[config.mk]
export PLATFORM = sky130hd
export DESIGN_NAME = bsst_cell
export DESIGN_NICKNAME = d
export VERILOG_FILES = /design/src/rtl/core/bsst_pkg.sv /design/src/rtl/core/bsst_cell.sv
export SDC_FILE = /design/constraint.sdc
export NUM_CORES = 1
export LEC_CHECK = 0
export BUFFER_PORTS_ARGS = -buffer_cell sky130_fd_sc_hd__buf_4
export CAP_MARGIN = 20
export CORE_MARGIN = 2
export CORE_UTILIZATION = 62
export DETAILED_ROUTE_END_ITERATION = 8
export HOLD_SLACK_MARGIN = 0.08
export PLACE_DENSITY = 0.88
export SLEW_MARGIN = 20
export SYNTH_ARGS = -nofsm -noshare
export SYNTH_HDL_FRONTEND = slang
export SYNTH_SLANG_ARGS = --single-unit
[constraint.sdc]
create_clock -name clk_i -period 10.8 [get_ports clk_i]
set_clock_uncertainty 0.2 [all_clocks]
set_input_delay 1.08 -clock clk_i [delete_from_list [all_inputs] [get_ports clk_i]]
set_output_delay 1.08 -clock clk_i [all_outputs]
set_load 0.01 [all_outputs]
[src/rtl/core/bsst_pkg.sv]
// ----------------------------------------------------------------------------
// bsst_pkg
// Shared types and constants of the bounded set span tracker.
// ----------------------------------------------------------------------------
`default_nettype none

package bsst_pkg;

  localparam int unsigned VALUE_W       = 32;
  localparam int unsigned COUNT_W       = 7;
  localparam int unsigned CAP_W         = 7;
  localparam int unsigned STATUS_W      = 2;
  localparam int unsigned SET_DEPTH_DEF = 64;
  localparam int unsigned APB_AW        = 3;
  localparam int unsigned APB_DW        = 32;

  localparam logic [CAP_W-1:0] CAP_RESET = 7'd64;

  // register index, taken from the upper address bit
  localparam logic REG_CAPACITY = 1'b0;

  typedef enum logic [STATUS_W-1:0] {
    STATUS_INSERTED  = 2'd0,
    STATUS_FULL      = 2'd1,
    STATUS_DUPLICATE = 2'd2
  } status_e;

  typedef enum logic [2:0] {
    ST_IDLE = 3'b001,
    ST_CMP  = 3'b010,
    ST_UPD  = 3'b100
  } state_e;

  // what one cell hands to its right-hand neighbour
  typedef struct packed {
    logic [VALUE_W-1:0] value;
    logic               valid;
    logic               lt_now;
    logic               lt_q;
  } cell_link_t;

  typedef struct packed {
    logic cmp_en;
    logic ins_en;
  } cell_ctrl_t;

endpackage

`default_nettype wire

[src/rtl/core/bsst_cell.sv]
// ----------------------------------------------------------------------------
// bsst_cell
// One slot of the sorted value chain: compares, offers a gap, shifts right.
// ----------------------------------------------------------------------------
`default_nettype none

module bsst_cell import bsst_pkg::*; (
  input  wire logic               clk_i,
  input  wire logic               rst_ni,
  input  wire cell_ctrl_t         ctrl_i,
  input  wire logic [VALUE_W-1:0] value_i,
  input  wire cell_link_t         left_i,
  output cell_link_t              right_o,
  output logic                    eq_o,
  output logic                    bnd_o,
  output logic [VALUE_W-1:0]      gap_o
);

  logic [VALUE_W-1:0] value_q, value_d;
  logic               valid_q, valid_d;
  logic               lt_q, eq_q;
  logic [VALUE_W-1:0] gap_q;
  logic               lt_now, eq_now, bnd_now, bnd_q;
  logic [VALUE_W-1:0] lo_gap, hi_gap, gap_now;

  assign lt_now  = valid_q && ($signed(value_q) < $signed(value_i));
  assign eq_now  = valid_q && (value_q == value_i);
  assign bnd_now = left_i.lt_now && !lt_now;
  assign bnd_q   = left_i.lt_q && !lt_q;

  // nearest neighbours sit either side of the insertion point
  assign lo_gap = left_i.valid ? (value_i - left_i.value) : '1;
  assign hi_gap = valid_q ? (value_q - value_i) : '1;

  always_comb begin
    gap_now = (lo_gap < hi_gap) ? lo_gap : hi_gap;
    if (!bnd_now) begin
      gap_now = '0;
    end
  end

  always_comb begin
    value_d = value_q;
    valid_d = valid_q;
    if (ctrl_i.ins_en && !lt_q) begin
      if (bnd_q) begin
        value_d = value_i;
        valid_d = 1'b1;
      end else begin
        value_d = left_i.value;
        valid_d = left_i.valid;
      end
    end
  end

  always_ff @(posedge clk_i or negedge rst_ni) begin
    if (!rst_ni) begin
      valid_q <= 1'b0;
      lt_q    <= 1'b0;
      eq_q    <= 1'b0;
    end else begin
      valid_q <= valid_d;
      if (ctrl_i.cmp_en) begin
        lt_q <= lt_now;
        eq_q <= eq_now;
      end
    end
  end

  always_ff @(posedge clk_i) begin
    value_q <= value_d;
    if (ctrl_i.cmp_en) begin
      gap_q <= gap_now;
    end
  end

  assign right_o = '{value: value_q, valid: valid_q, lt_now: lt_now, lt_q: lt_q};
  assign eq_o    = eq_q;
  assign bnd_o   = bnd_q;
  assign gap_o   = gap_q;

endmodule

`default_nettype wire

==> reports/results.ini, run 1 <==
[global_route]
grt_max_degree=64
grt_first_pass_wirelength_um=32700
overflow=0
grt_pass1_vias=6638
antenna_found_initial=0
grt_use_total_pct=32.1

[setup_path]
cp.required_ns=10.64
crit_type=input pin to register
crit_path_start=value_i[0]
ff2ff_path_depth=21
crit_path_max_fanout=62
path_buf_inv=3
critPathLaunchType=input pin
critical_path.top_delay_family=compound AO/OA/AOI/OAI gates
crit_path_end_kind=register
critical_path_arrival_ns=6.50
crit_chain=buf_4 > inv_1 > ha_1 > inv_1 > fa_1 > a211oi_1 > o21ai_1 > a21oi_2 > o311ai_2 > a41oi_1 > xor2_1 > nand2_1 > ha_1 > a21oi_1 > o21ai_1 > a2111oi_0 > nand4_1 > a41o_1 > a311o_2 > nor2_1 > a221oi_1
cp_num_cells=21
cpPeakStageDelay_ns=0.68
rr_startpoint=value_q[0]
slowest_stage=a311o_2

[clock_tree]
clock_latency_ns=0.34
clockRootBuffer=clkbuf_16
cts_resized=0
cts_setup_buffers=0
path_clk_slew_ns=0.06
cts_buffers=9
postCtsHoldBufs=0
cts_buffer_depth=2
clock_sinks=67
htree_levels=3
cts_tree=yes

[final_layout]
area_delta_synth_final_pct=19.0
multi_input_area_sq_mm=0.00486
drive_gt1_share_pct=17.8
fin_nets=1175
diodes=0
seqCellArea_sq_mm=0.00200
fillCellCount=884
utilization_pct=76.0

[synth]
synth_top_area_share_pct=26.3
yosys.cell_count.top_type=nand2_1
syn-num-nets=1065
yosysTopAreaCell=edfxtp_1
synth_area_leaders=edfxtp_1 (26%), ha_1 (16%), nand2_1 (5.4%)
ys.warnings.count=0
synth.top_cells.by_count=nand2_1 (106), ha_1 (94), inv_1 (79)
synthCells=898
ys_seq_elements=67
synth_seq_area_share_pct=27.3
synth_ff_type=edfxtp_1
async_flop_share_pct=4.48
synth_edf_count=64
yosysUniqueCellTypes=72
netlist_area_sq_mm=0.00732
synth_area_per_cell_sq_um=8.15

[timing]
worst_slew_margin_rel_pct=27.4
max_freq_ghz=0.150
rsz0062_at_grt=false
setup_viol=0
drv_slew=0
tightest_slew_ns=1.09
tns_ns=0
fin_crit_sh_pct=61.7
finalHoldViolations=0
holdWs_ns=0.319
period_needed_ns=6.67
fin_ws_ns=4.13

[routing]
avgRoutedWirePerCell_um=17.5
drc_errors=0
routed_wl_um=20200
vias_per_cell=6.14
drt_pass1_iterations=7
vias=7094
drtIter0Drc=635
ant_nets=0

[placed_design]
gp_congestion=0.938
port_buffers=139
hpwl_um=15700
dpl_worst_slack_ns=4.07

[floorplan]
core_area_sq_mm=0.0115
initial_core_util_pct=63.8
rows=39
fp.dieH_um=113
dieArea_sq_mm=0.0127
pin_count=140
die_w_um=113

[pwr]
vdd_ir_drop_max_v=0.000242
powerDensity_mw_per_mm2=207
p_leak_nw=4.05

[run]
cap_violations=0

[status]
status=finished clean

[hold_path]
hp-class=input pin to async pin

## power breakdown
group	internal [mW]	switching (mW)
Sequential	0.384	0.0429
Combinational	0.428	0.633
Clock	0.202	0.117
Total	1.01	0.793
## sequential cells by signal, summed over array words and instances (netlist names)
register	count
eq_o	1
gap_o	32
value_q	32
lt_q	1
valid_q	1
## worst reg2reg max path, cell delays in order, from the launching register on
cell and delay, ns:
edfxtp_1 0.38, inv_1 0.07, ha_1 0.16, inv_1 0.06
fa_1 0.40, a21o_1 0.19, a31oi_1 0.34, o22ai_1 0.17
o21ai_1 0.33, a22oi_1 0.16, a31oi_1 0.24, xnor2_1 0.14
nor2_1 0.08, ha_1 0.22, a21oi_1 0.14, o21ai_1 0.11
a2111oi_0 0.67, nand4_1 0.19, a41o_1 0.29, a311o_2 0.69
nor2_1 0.34, a221oi_1 0.13
## layer usage
metal	global-route usage, %	wire length [um]
met5	0	0
met4	8.37	322
met3	4.59	1780
met2	50.5	9010
met1	46.5	9140
## area by class of cell
| type | count | share of cell area, % |
|---|---|---|
| multi-input combinational | 708 | 55.7 |
| sequential | 67 | 22.9 |
| timing repair buffer | 141 | 12.2 |
| inverter | 81 | 3.49 |
| clock buffer | 11 | 2.67 |
| tap | 143 | 2.05 |
| clock inverter | 5 | 0.905 |
## logic make-up after synthesis
logic type                 count (synthesis)  synth area share, %
AOI/OAI and AO/OA                        277                 25.0
xor gates and xnor gates                  52                 6.22
adders and majority gates                 96                 16.6
buffers and inverters                    123                 6.61
DFF                                       67                 27.3
muxes                                      7                 1.03
and+or+nand+nor                          276                 17.3
## placed cells by master, fill, tap and decap left out, drive strengths merged, types with 3 or more instances in the layout
cell,Yosys,layout
dfrtp,3,3
a211oi,27,27
nand3,8,8
o21a,11,11
nor2,76,76
ha,94,94
or3,6,6
a21o,32,32
a21oi,71,71
o211ai,8,8
a21boi,4,4
or2,4,4
clkbuf,31,11
nor2b,9,9
xor2,22,22
edfxtp,64,64
o21bai,6,6
mux2,4,4
nand2b,15,15
a31oi,14,14
o31ai,5,5
clkinv,1,4
and3,6,6
o211a,3,3
a221oi,6,6
o21ai,66,66
a2111oi,4,4
nand2,106,106
mux2i,3,3
nand4,19,19
inv,80,80
and2,9,9
xnor2,30,30
nor3,12,12
buf,11,141
## final timing paths
check,endpoint,slack [ns]
worst max-delay path,gap_o[27],4.13
worst min-delay path,eq_o,0.32
worst max register to register,gap_o[27],4.82
worst min register to register,eq_o,0.37
max in group asynchronous,valid_q,9.98
min in group clk_i,eq_o,0.37
## through the flow
stage	instances	instance area [sq um]	power [mW]
2_1_floorplan	898	7320	1.16
3_3_place_gp	1139	8390	1.44
3_5_place_dp	1140	8400	1.46
4_1_cts	1156	8710	1.79
5_1_grt	1156	8710	1.94
6_report	1156	8710	1.81
No activity file was read; power rests on OpenSTA's default activity.
==> run 2, diff against run 1 <==
--- a/config.mk
+++ b/config.mk
@@ -8,10 +8,10 @@
 export BUFFER_PORTS_ARGS = -buffer_cell sky130_fd_sc_hd__buf_4
 export CAP_MARGIN = 20
 export CORE_MARGIN = 2
-export CORE_UTILIZATION = 62
+export CORE_UTILIZATION = 58
 export DETAILED_ROUTE_END_ITERATION = 8
 export HOLD_SLACK_MARGIN = 0.08
-export PLACE_DENSITY = 0.88
+export PLACE_DENSITY = 0.83
 export SLEW_MARGIN = 20
 export SYNTH_ARGS = -nofsm -noshare
 export SYNTH_HDL_FRONTEND = slang
==> constraint.sdc (replaced) <==
create_clock -name clk_i -period 6.44 [get_ports clk_i]
set_clock_uncertainty 0.2 [all_clocks]
set_input_delay 0.644 -clock clk_i [delete_from_list [all_inputs] [get_ports clk_i]]
set_output_delay 0.644 -clock clk_i [all_outputs]
set_load 0.01 [all_outputs]
==> reports/results.ini, run 2 (synthesis results as in run 1) <==
[clock_tree]
clock_latency_ns=0.34
cts_buffers=9
clockRootBuffer=clkbuf_16
cts_tree=yes
clock_sinks=67
htree_levels=3
cts_buffer_depth=2
path_clk_slew_ns=0.05

[pwr]
powerDensity_mw_per_mm2=343
vdd_ir_drop_max_v=0.000142
p_leak_nw=4.08

[final_layout]
stdcell_count=1190
stdcell_area_sq_mm=0.00880
fin_nets=1180
utilization_pct=70.6
drive_gt1_share_pct=18.1
mostFrequentLayoutCells=buf_4 (144), nand2_1 (106), ha_1 (94)
fillCellCount=1042
diodes=0
area_delta_synth_final_pct=20.2
final_common_cell=buf_4

[setup_path]
crit_path_max_fanout=49
slowest_stage=a311o_2
crit_type=input pin to register
crit_path_end_kind=register
crit_chain=buf_4 > inv_1 > ha_1 > inv_1 > fa_1 > a211oi_1 > o21ai_1 > a21oi_2 > o311ai_2 > a41oi_1 > xor2_1 > nand2_1 > ha_1 > a21oi_1 > o21ai_1 > a2111oi_0 > nand4_1 > a41o_1 > a311o_2 > buf_4 > a211oi_1
cp.required_ns=6.38
rrSetupSlack_ns=0.64
critical_path_arrival_ns=5.89
rr_startpoint=value_q[0]
rr_endpoint=gap_o[3]
cpPeakStageDelay_ns=0.62
ff2ff_path_depth=21
critPathLaunchType=input pin

[timing]
holdWs_ns=0.367
worst_slew_margin_rel_pct=45.5
max_freq_ghz=0.168
fin_crit_sh_pct=92.5
tightest_slew_ns=0.818
tns_ns=0
period_needed_ns=5.96
rsz0062_at_grt=false
setup_viol=0
finalHoldViolations=0
drv_slew=0

[global_route]
grt_use_total_pct=29.6
grt_use_met2_pct=46.1
antenna_found_initial=0
grt_pass1_vias=6300
grt_max_degree=64
use_met1_pct=43.3
top_usage_layer=met2
overflow=0
grt_first_pass_wirelength_um=31300
use_met3_pct=4.15

[floorplan]
die_w_um=116
dieArea_sq_mm=0.0135
core_area_sq_mm=0.0125
fp.dieH_um=116
initial_core_util_pct=58.7
pin_count=140
rows=41

[routing]
drc_errors=0
avgRoutedWirePerCell_um=16.7
routed_wl_um=19900
vias_per_cell=5.81
vias=6909
drtIter0Drc=656
drt_pass1_iterations=5
ant_nets=0

[hold_path]
min_from=eq_o
hp-class=register to register
holdPathStages=2
min_to=eq_o

[run]
cap_violations=0

[placed_design]
dpl.cell_count=1172
hpwl_um=15700
gp_congestion=0.937
postPlaceCellArea_sq_mm=0.00845
port_buffers=139

[status]
status=finished clean

-- run 2: cell types whose count changed in the layout (fill, tap and decap cells not counted) --
cell,previous run,this run
nand2b_1,15,14
clkbuf_1,2,1
clkinv_1,1,3
dlygate4sd3_1,0,1
nand2b_2,0,1
clkinv_2,2,1
clkinvlp_4,0,1
buf_8,1,0
buf_16,0,1
clkinv_4,1,0
buf_4,140,144
-- run 2: worst max-delay path by stage --
stage / start / to / cells past startpoint / slack [ns]
floorplan: value_i[0] / gap_o[18] / 21 / 1.40
global placement: value_i[0] / gap_o[2] / 22 / 0.36
detailed placement: value_i[0] / gap_o[3] / 21 / 0.26
CTS: value_i[0] / gap_o[3] / 21 / 0.59
global route: value_i[0] / gap_o[0] / 22 / 0.1
finish: value_i[0] / gap_o[3] / 21 / 0.48
-- run 2: stage by stage --
stage                     power, mW  setup WS [ns]
final                          3.02          0.484
after global routing           3.26         0.0995
after CTS                      2.99          0.590
after detailed placement       2.46          0.263
after global placement         2.44          0.357
after floorplan                1.95           1.40
-- run 2: per-layer routing --
layer | routed length [um] | up-vias
met5 | 0 | -
met4 | 224 | 0
met3 | 1520 | 18
met2 | 8820 | 282
met1 | 9360 | 3143
li1 | - | 3466
-- run 2: repair_timing --
| action | 4_1_cts | 5_1_grt |
|---|---|---|
| resized for setup | 0 | 0 |
| hold endpoints to repair | 3 | 0 |
| hold buffers | 1 | 0 |
| setup buffers | 0 | 0 |
-- run 2: cell type report --
type	count	area, sq um	share of cell area [%]
clock inverter	6	80.1	0.910
multi-input combinational	708	4860	55.2
clock buffer	10	229	2.60
inverter	81	304	3.45
timing repair buffer	146	1120	12.7
tap	172	215	2.44
sequential	67	2000	22.7
-- run 2: worst max-delay path: cells and delay by family --
| kind | cells | cell delay (ns) |
|---|---|---|
| compound gates | 11 | 3.42 |
| xor+xnor | 1 | 0.23 |
| fa+ha+maj | 3 | 0.79 |
| buf+inv | 4 | 0.53 |
| simple gates | 2 | 0.27 |
-- run 2: where the power goes --
part / switching [mW] / internal, mW / leakage (nW)
combinational: 1.05 / 0.733 / 3.26
clock: 0.194 / 0.336 / 0.148
sequential: 0.0608 / 0.643 / 0.668
==> run 3, diff against run 2 <==
--- a/config.mk
+++ b/config.mk
@@ -9,6 +9,7 @@
 export CAP_MARGIN = 20
 export CORE_MARGIN = 2
 export CORE_UTILIZATION = 58
+export CTS_BUF_LIST = sky130_fd_sc_hd__clkbuf_16
 export DETAILED_ROUTE_END_ITERATION = 8
 export HOLD_SLACK_MARGIN = 0.08
 export PLACE_DENSITY = 0.83
==> reports/results.ini, run 3 (synthesis results as in run 1) <==
[setup_path]
crit_path_end_kind=register
path_buf_inv=4
slowest_stage=a311o_2
crit_path_start=value_i[0]
critPathLaunchType=input pin
rr_startpoint=value_q[0]
critical_path_arrival_ns=5.89
rr_endpoint=gap_o[3]
cp_num_cells=21
ff2ff_path_depth=21
crit_path_end=gap_o[3]
crit_path_max_fanout=49
rrSetupSlack_ns=0.64
crit_chain=buf_4 > inv_1 > ha_1 > inv_1 > fa_1 > a211oi_1 > o21ai_1 > a21oi_2 > o311ai_2 > a41oi_1 > xor2_1 > nand2_1 > ha_1 > a21oi_1 > o21ai_1 > a2111oi_0 > nand4_1 > a41o_1 > a311o_2 > buf_4 > a211oi_1
critical_path.top_delay_family=compound AO/OA/AOI/OAI gates
cp.required_ns=6.38
cpPeakStageDelay_ns=0.62
crit_type=input pin to register

[floorplan]
fp.dieH_um=116
dieArea_sq_mm=0.0135
pin_count=140
die_w_um=116
rows=41
core_area_sq_mm=0.0125
initial_core_util_pct=58.7

[global_route]
use_met3_pct=4.15
grt_use_met2_pct=46.1
grt_pass1_vias=6300
antenna_found_initial=0
top_usage_layer=met2
grt_max_degree=64
grt_first_pass_wirelength_um=31300
use_met1_pct=43.3
overflow=0
grt_use_total_pct=29.6

[placed_design]
dpl.cell_count=1172
hpwl_um=15700
port_buffers=139
postPlaceCellArea_sq_mm=0.00845
gp_congestion=0.937

[final_layout]
diodes=0
stdcell_count=1190
mostFrequentLayoutCells=buf_4 (144), nand2_1 (106), ha_1 (94)
area_delta_synth_final_pct=20.2
drive_gt1_share_pct=18.1
final_common_cell=buf_4
utilization_pct=70.6
stdcell_area_sq_mm=0.00880
fin_nets=1180

[timing]
tightest_slew_ns=0.817
worst_slew_margin_rel_pct=45.5
finalHoldViolations=0
holdWs_ns=0.368
period_needed_ns=5.96
rsz0062_at_grt=false
setup_viol=0
tns_ns=0
max_freq_ghz=0.168
fin_crit_sh_pct=92.5
drv_slew=0

[pwr]
vdd_ir_drop_max_v=0.000142
powerDensity_mw_per_mm2=343
p_leak_nw=4.08

[hold_path]
hp-class=register to register

[status]
status=finished clean

[clock_tree]
cts_buffer_depth=2
cts_setup_buffers=0
cts_buffers=9
path_clk_slew_ns=0.05
htree_levels=3
cts_tree=yes
clockRootBuffer=clkbuf_16
cts_resized=0
postCtsHoldBufs=1
clock_sinks=67
clock_latency_ns=0.34

[routing]
drtIter0Drc=655
drt_pass1_iterations=5
vias=6906
avgRoutedWirePerCell_um=16.7
ant_nets=0
drc_errors=0
vias_per_cell=5.80
routed_wl_um=19900

[run]
cap_violations=0

-- run 3: cell type report --
class	count	area, sq um
flip-flops and latches	67	2000
clock inverters	7	83.8
well taps	172	215
clock buffers	9	225
multi-input cells	708	4860
fillers	1042	3660
inverters	81	304
repair buffers	146	1120
-- run 3: report_power, final --
group,leakage (nW),internal [mW],switching (mW),total [mW]
combinational,3.26,0.733,1.05,1.78
clock,0.152,0.334,0.194,0.528
sequential,0.668,0.643,0.0608,0.704
total,4.08,1.71,1.31,3.02
-- run 3: worst min path at each step --
stage,depth (start not counted),slack (ns),endpoint,from
final,2,0.37,eq_o,eq_o
after global routing,2,0.39,eq_o,eq_o
after CTS,2,0.36,eq_o,eq_o
after detailed placement,1,0.24,eq_o,rst_ni
after global placement,1,0.24,eq_o,rst_ni
after floorplan,0,0.15,eq_o,rst_ni
-- run 3: routing by layer --
| layer | vias up | routed length [um] |
|---|---|---|
| met2 | 285 | 8830 |
| met4 | 0 | 203 |
| li1 | 3467 | - |
| met3 | 17 | 1550 |
| met1 | 3137 | 9340 |
| met5 | - | 0 |
-- run 3: worst min-delay path, cell delays in order (launching register included) --
cell	delay, ns
dfrtp_1	0.35
nand2b_1	0.09
o31ai_1	0.09
-- run 3: stage by stage --
stage	total power, mW	worst slack (ns)
global route	3.25	0.0995
global placement	2.44	0.357
floorplan	1.95	1.40
finish	3.02	0.484
detailed placement	2.46	0.263
CTS	2.99	0.590
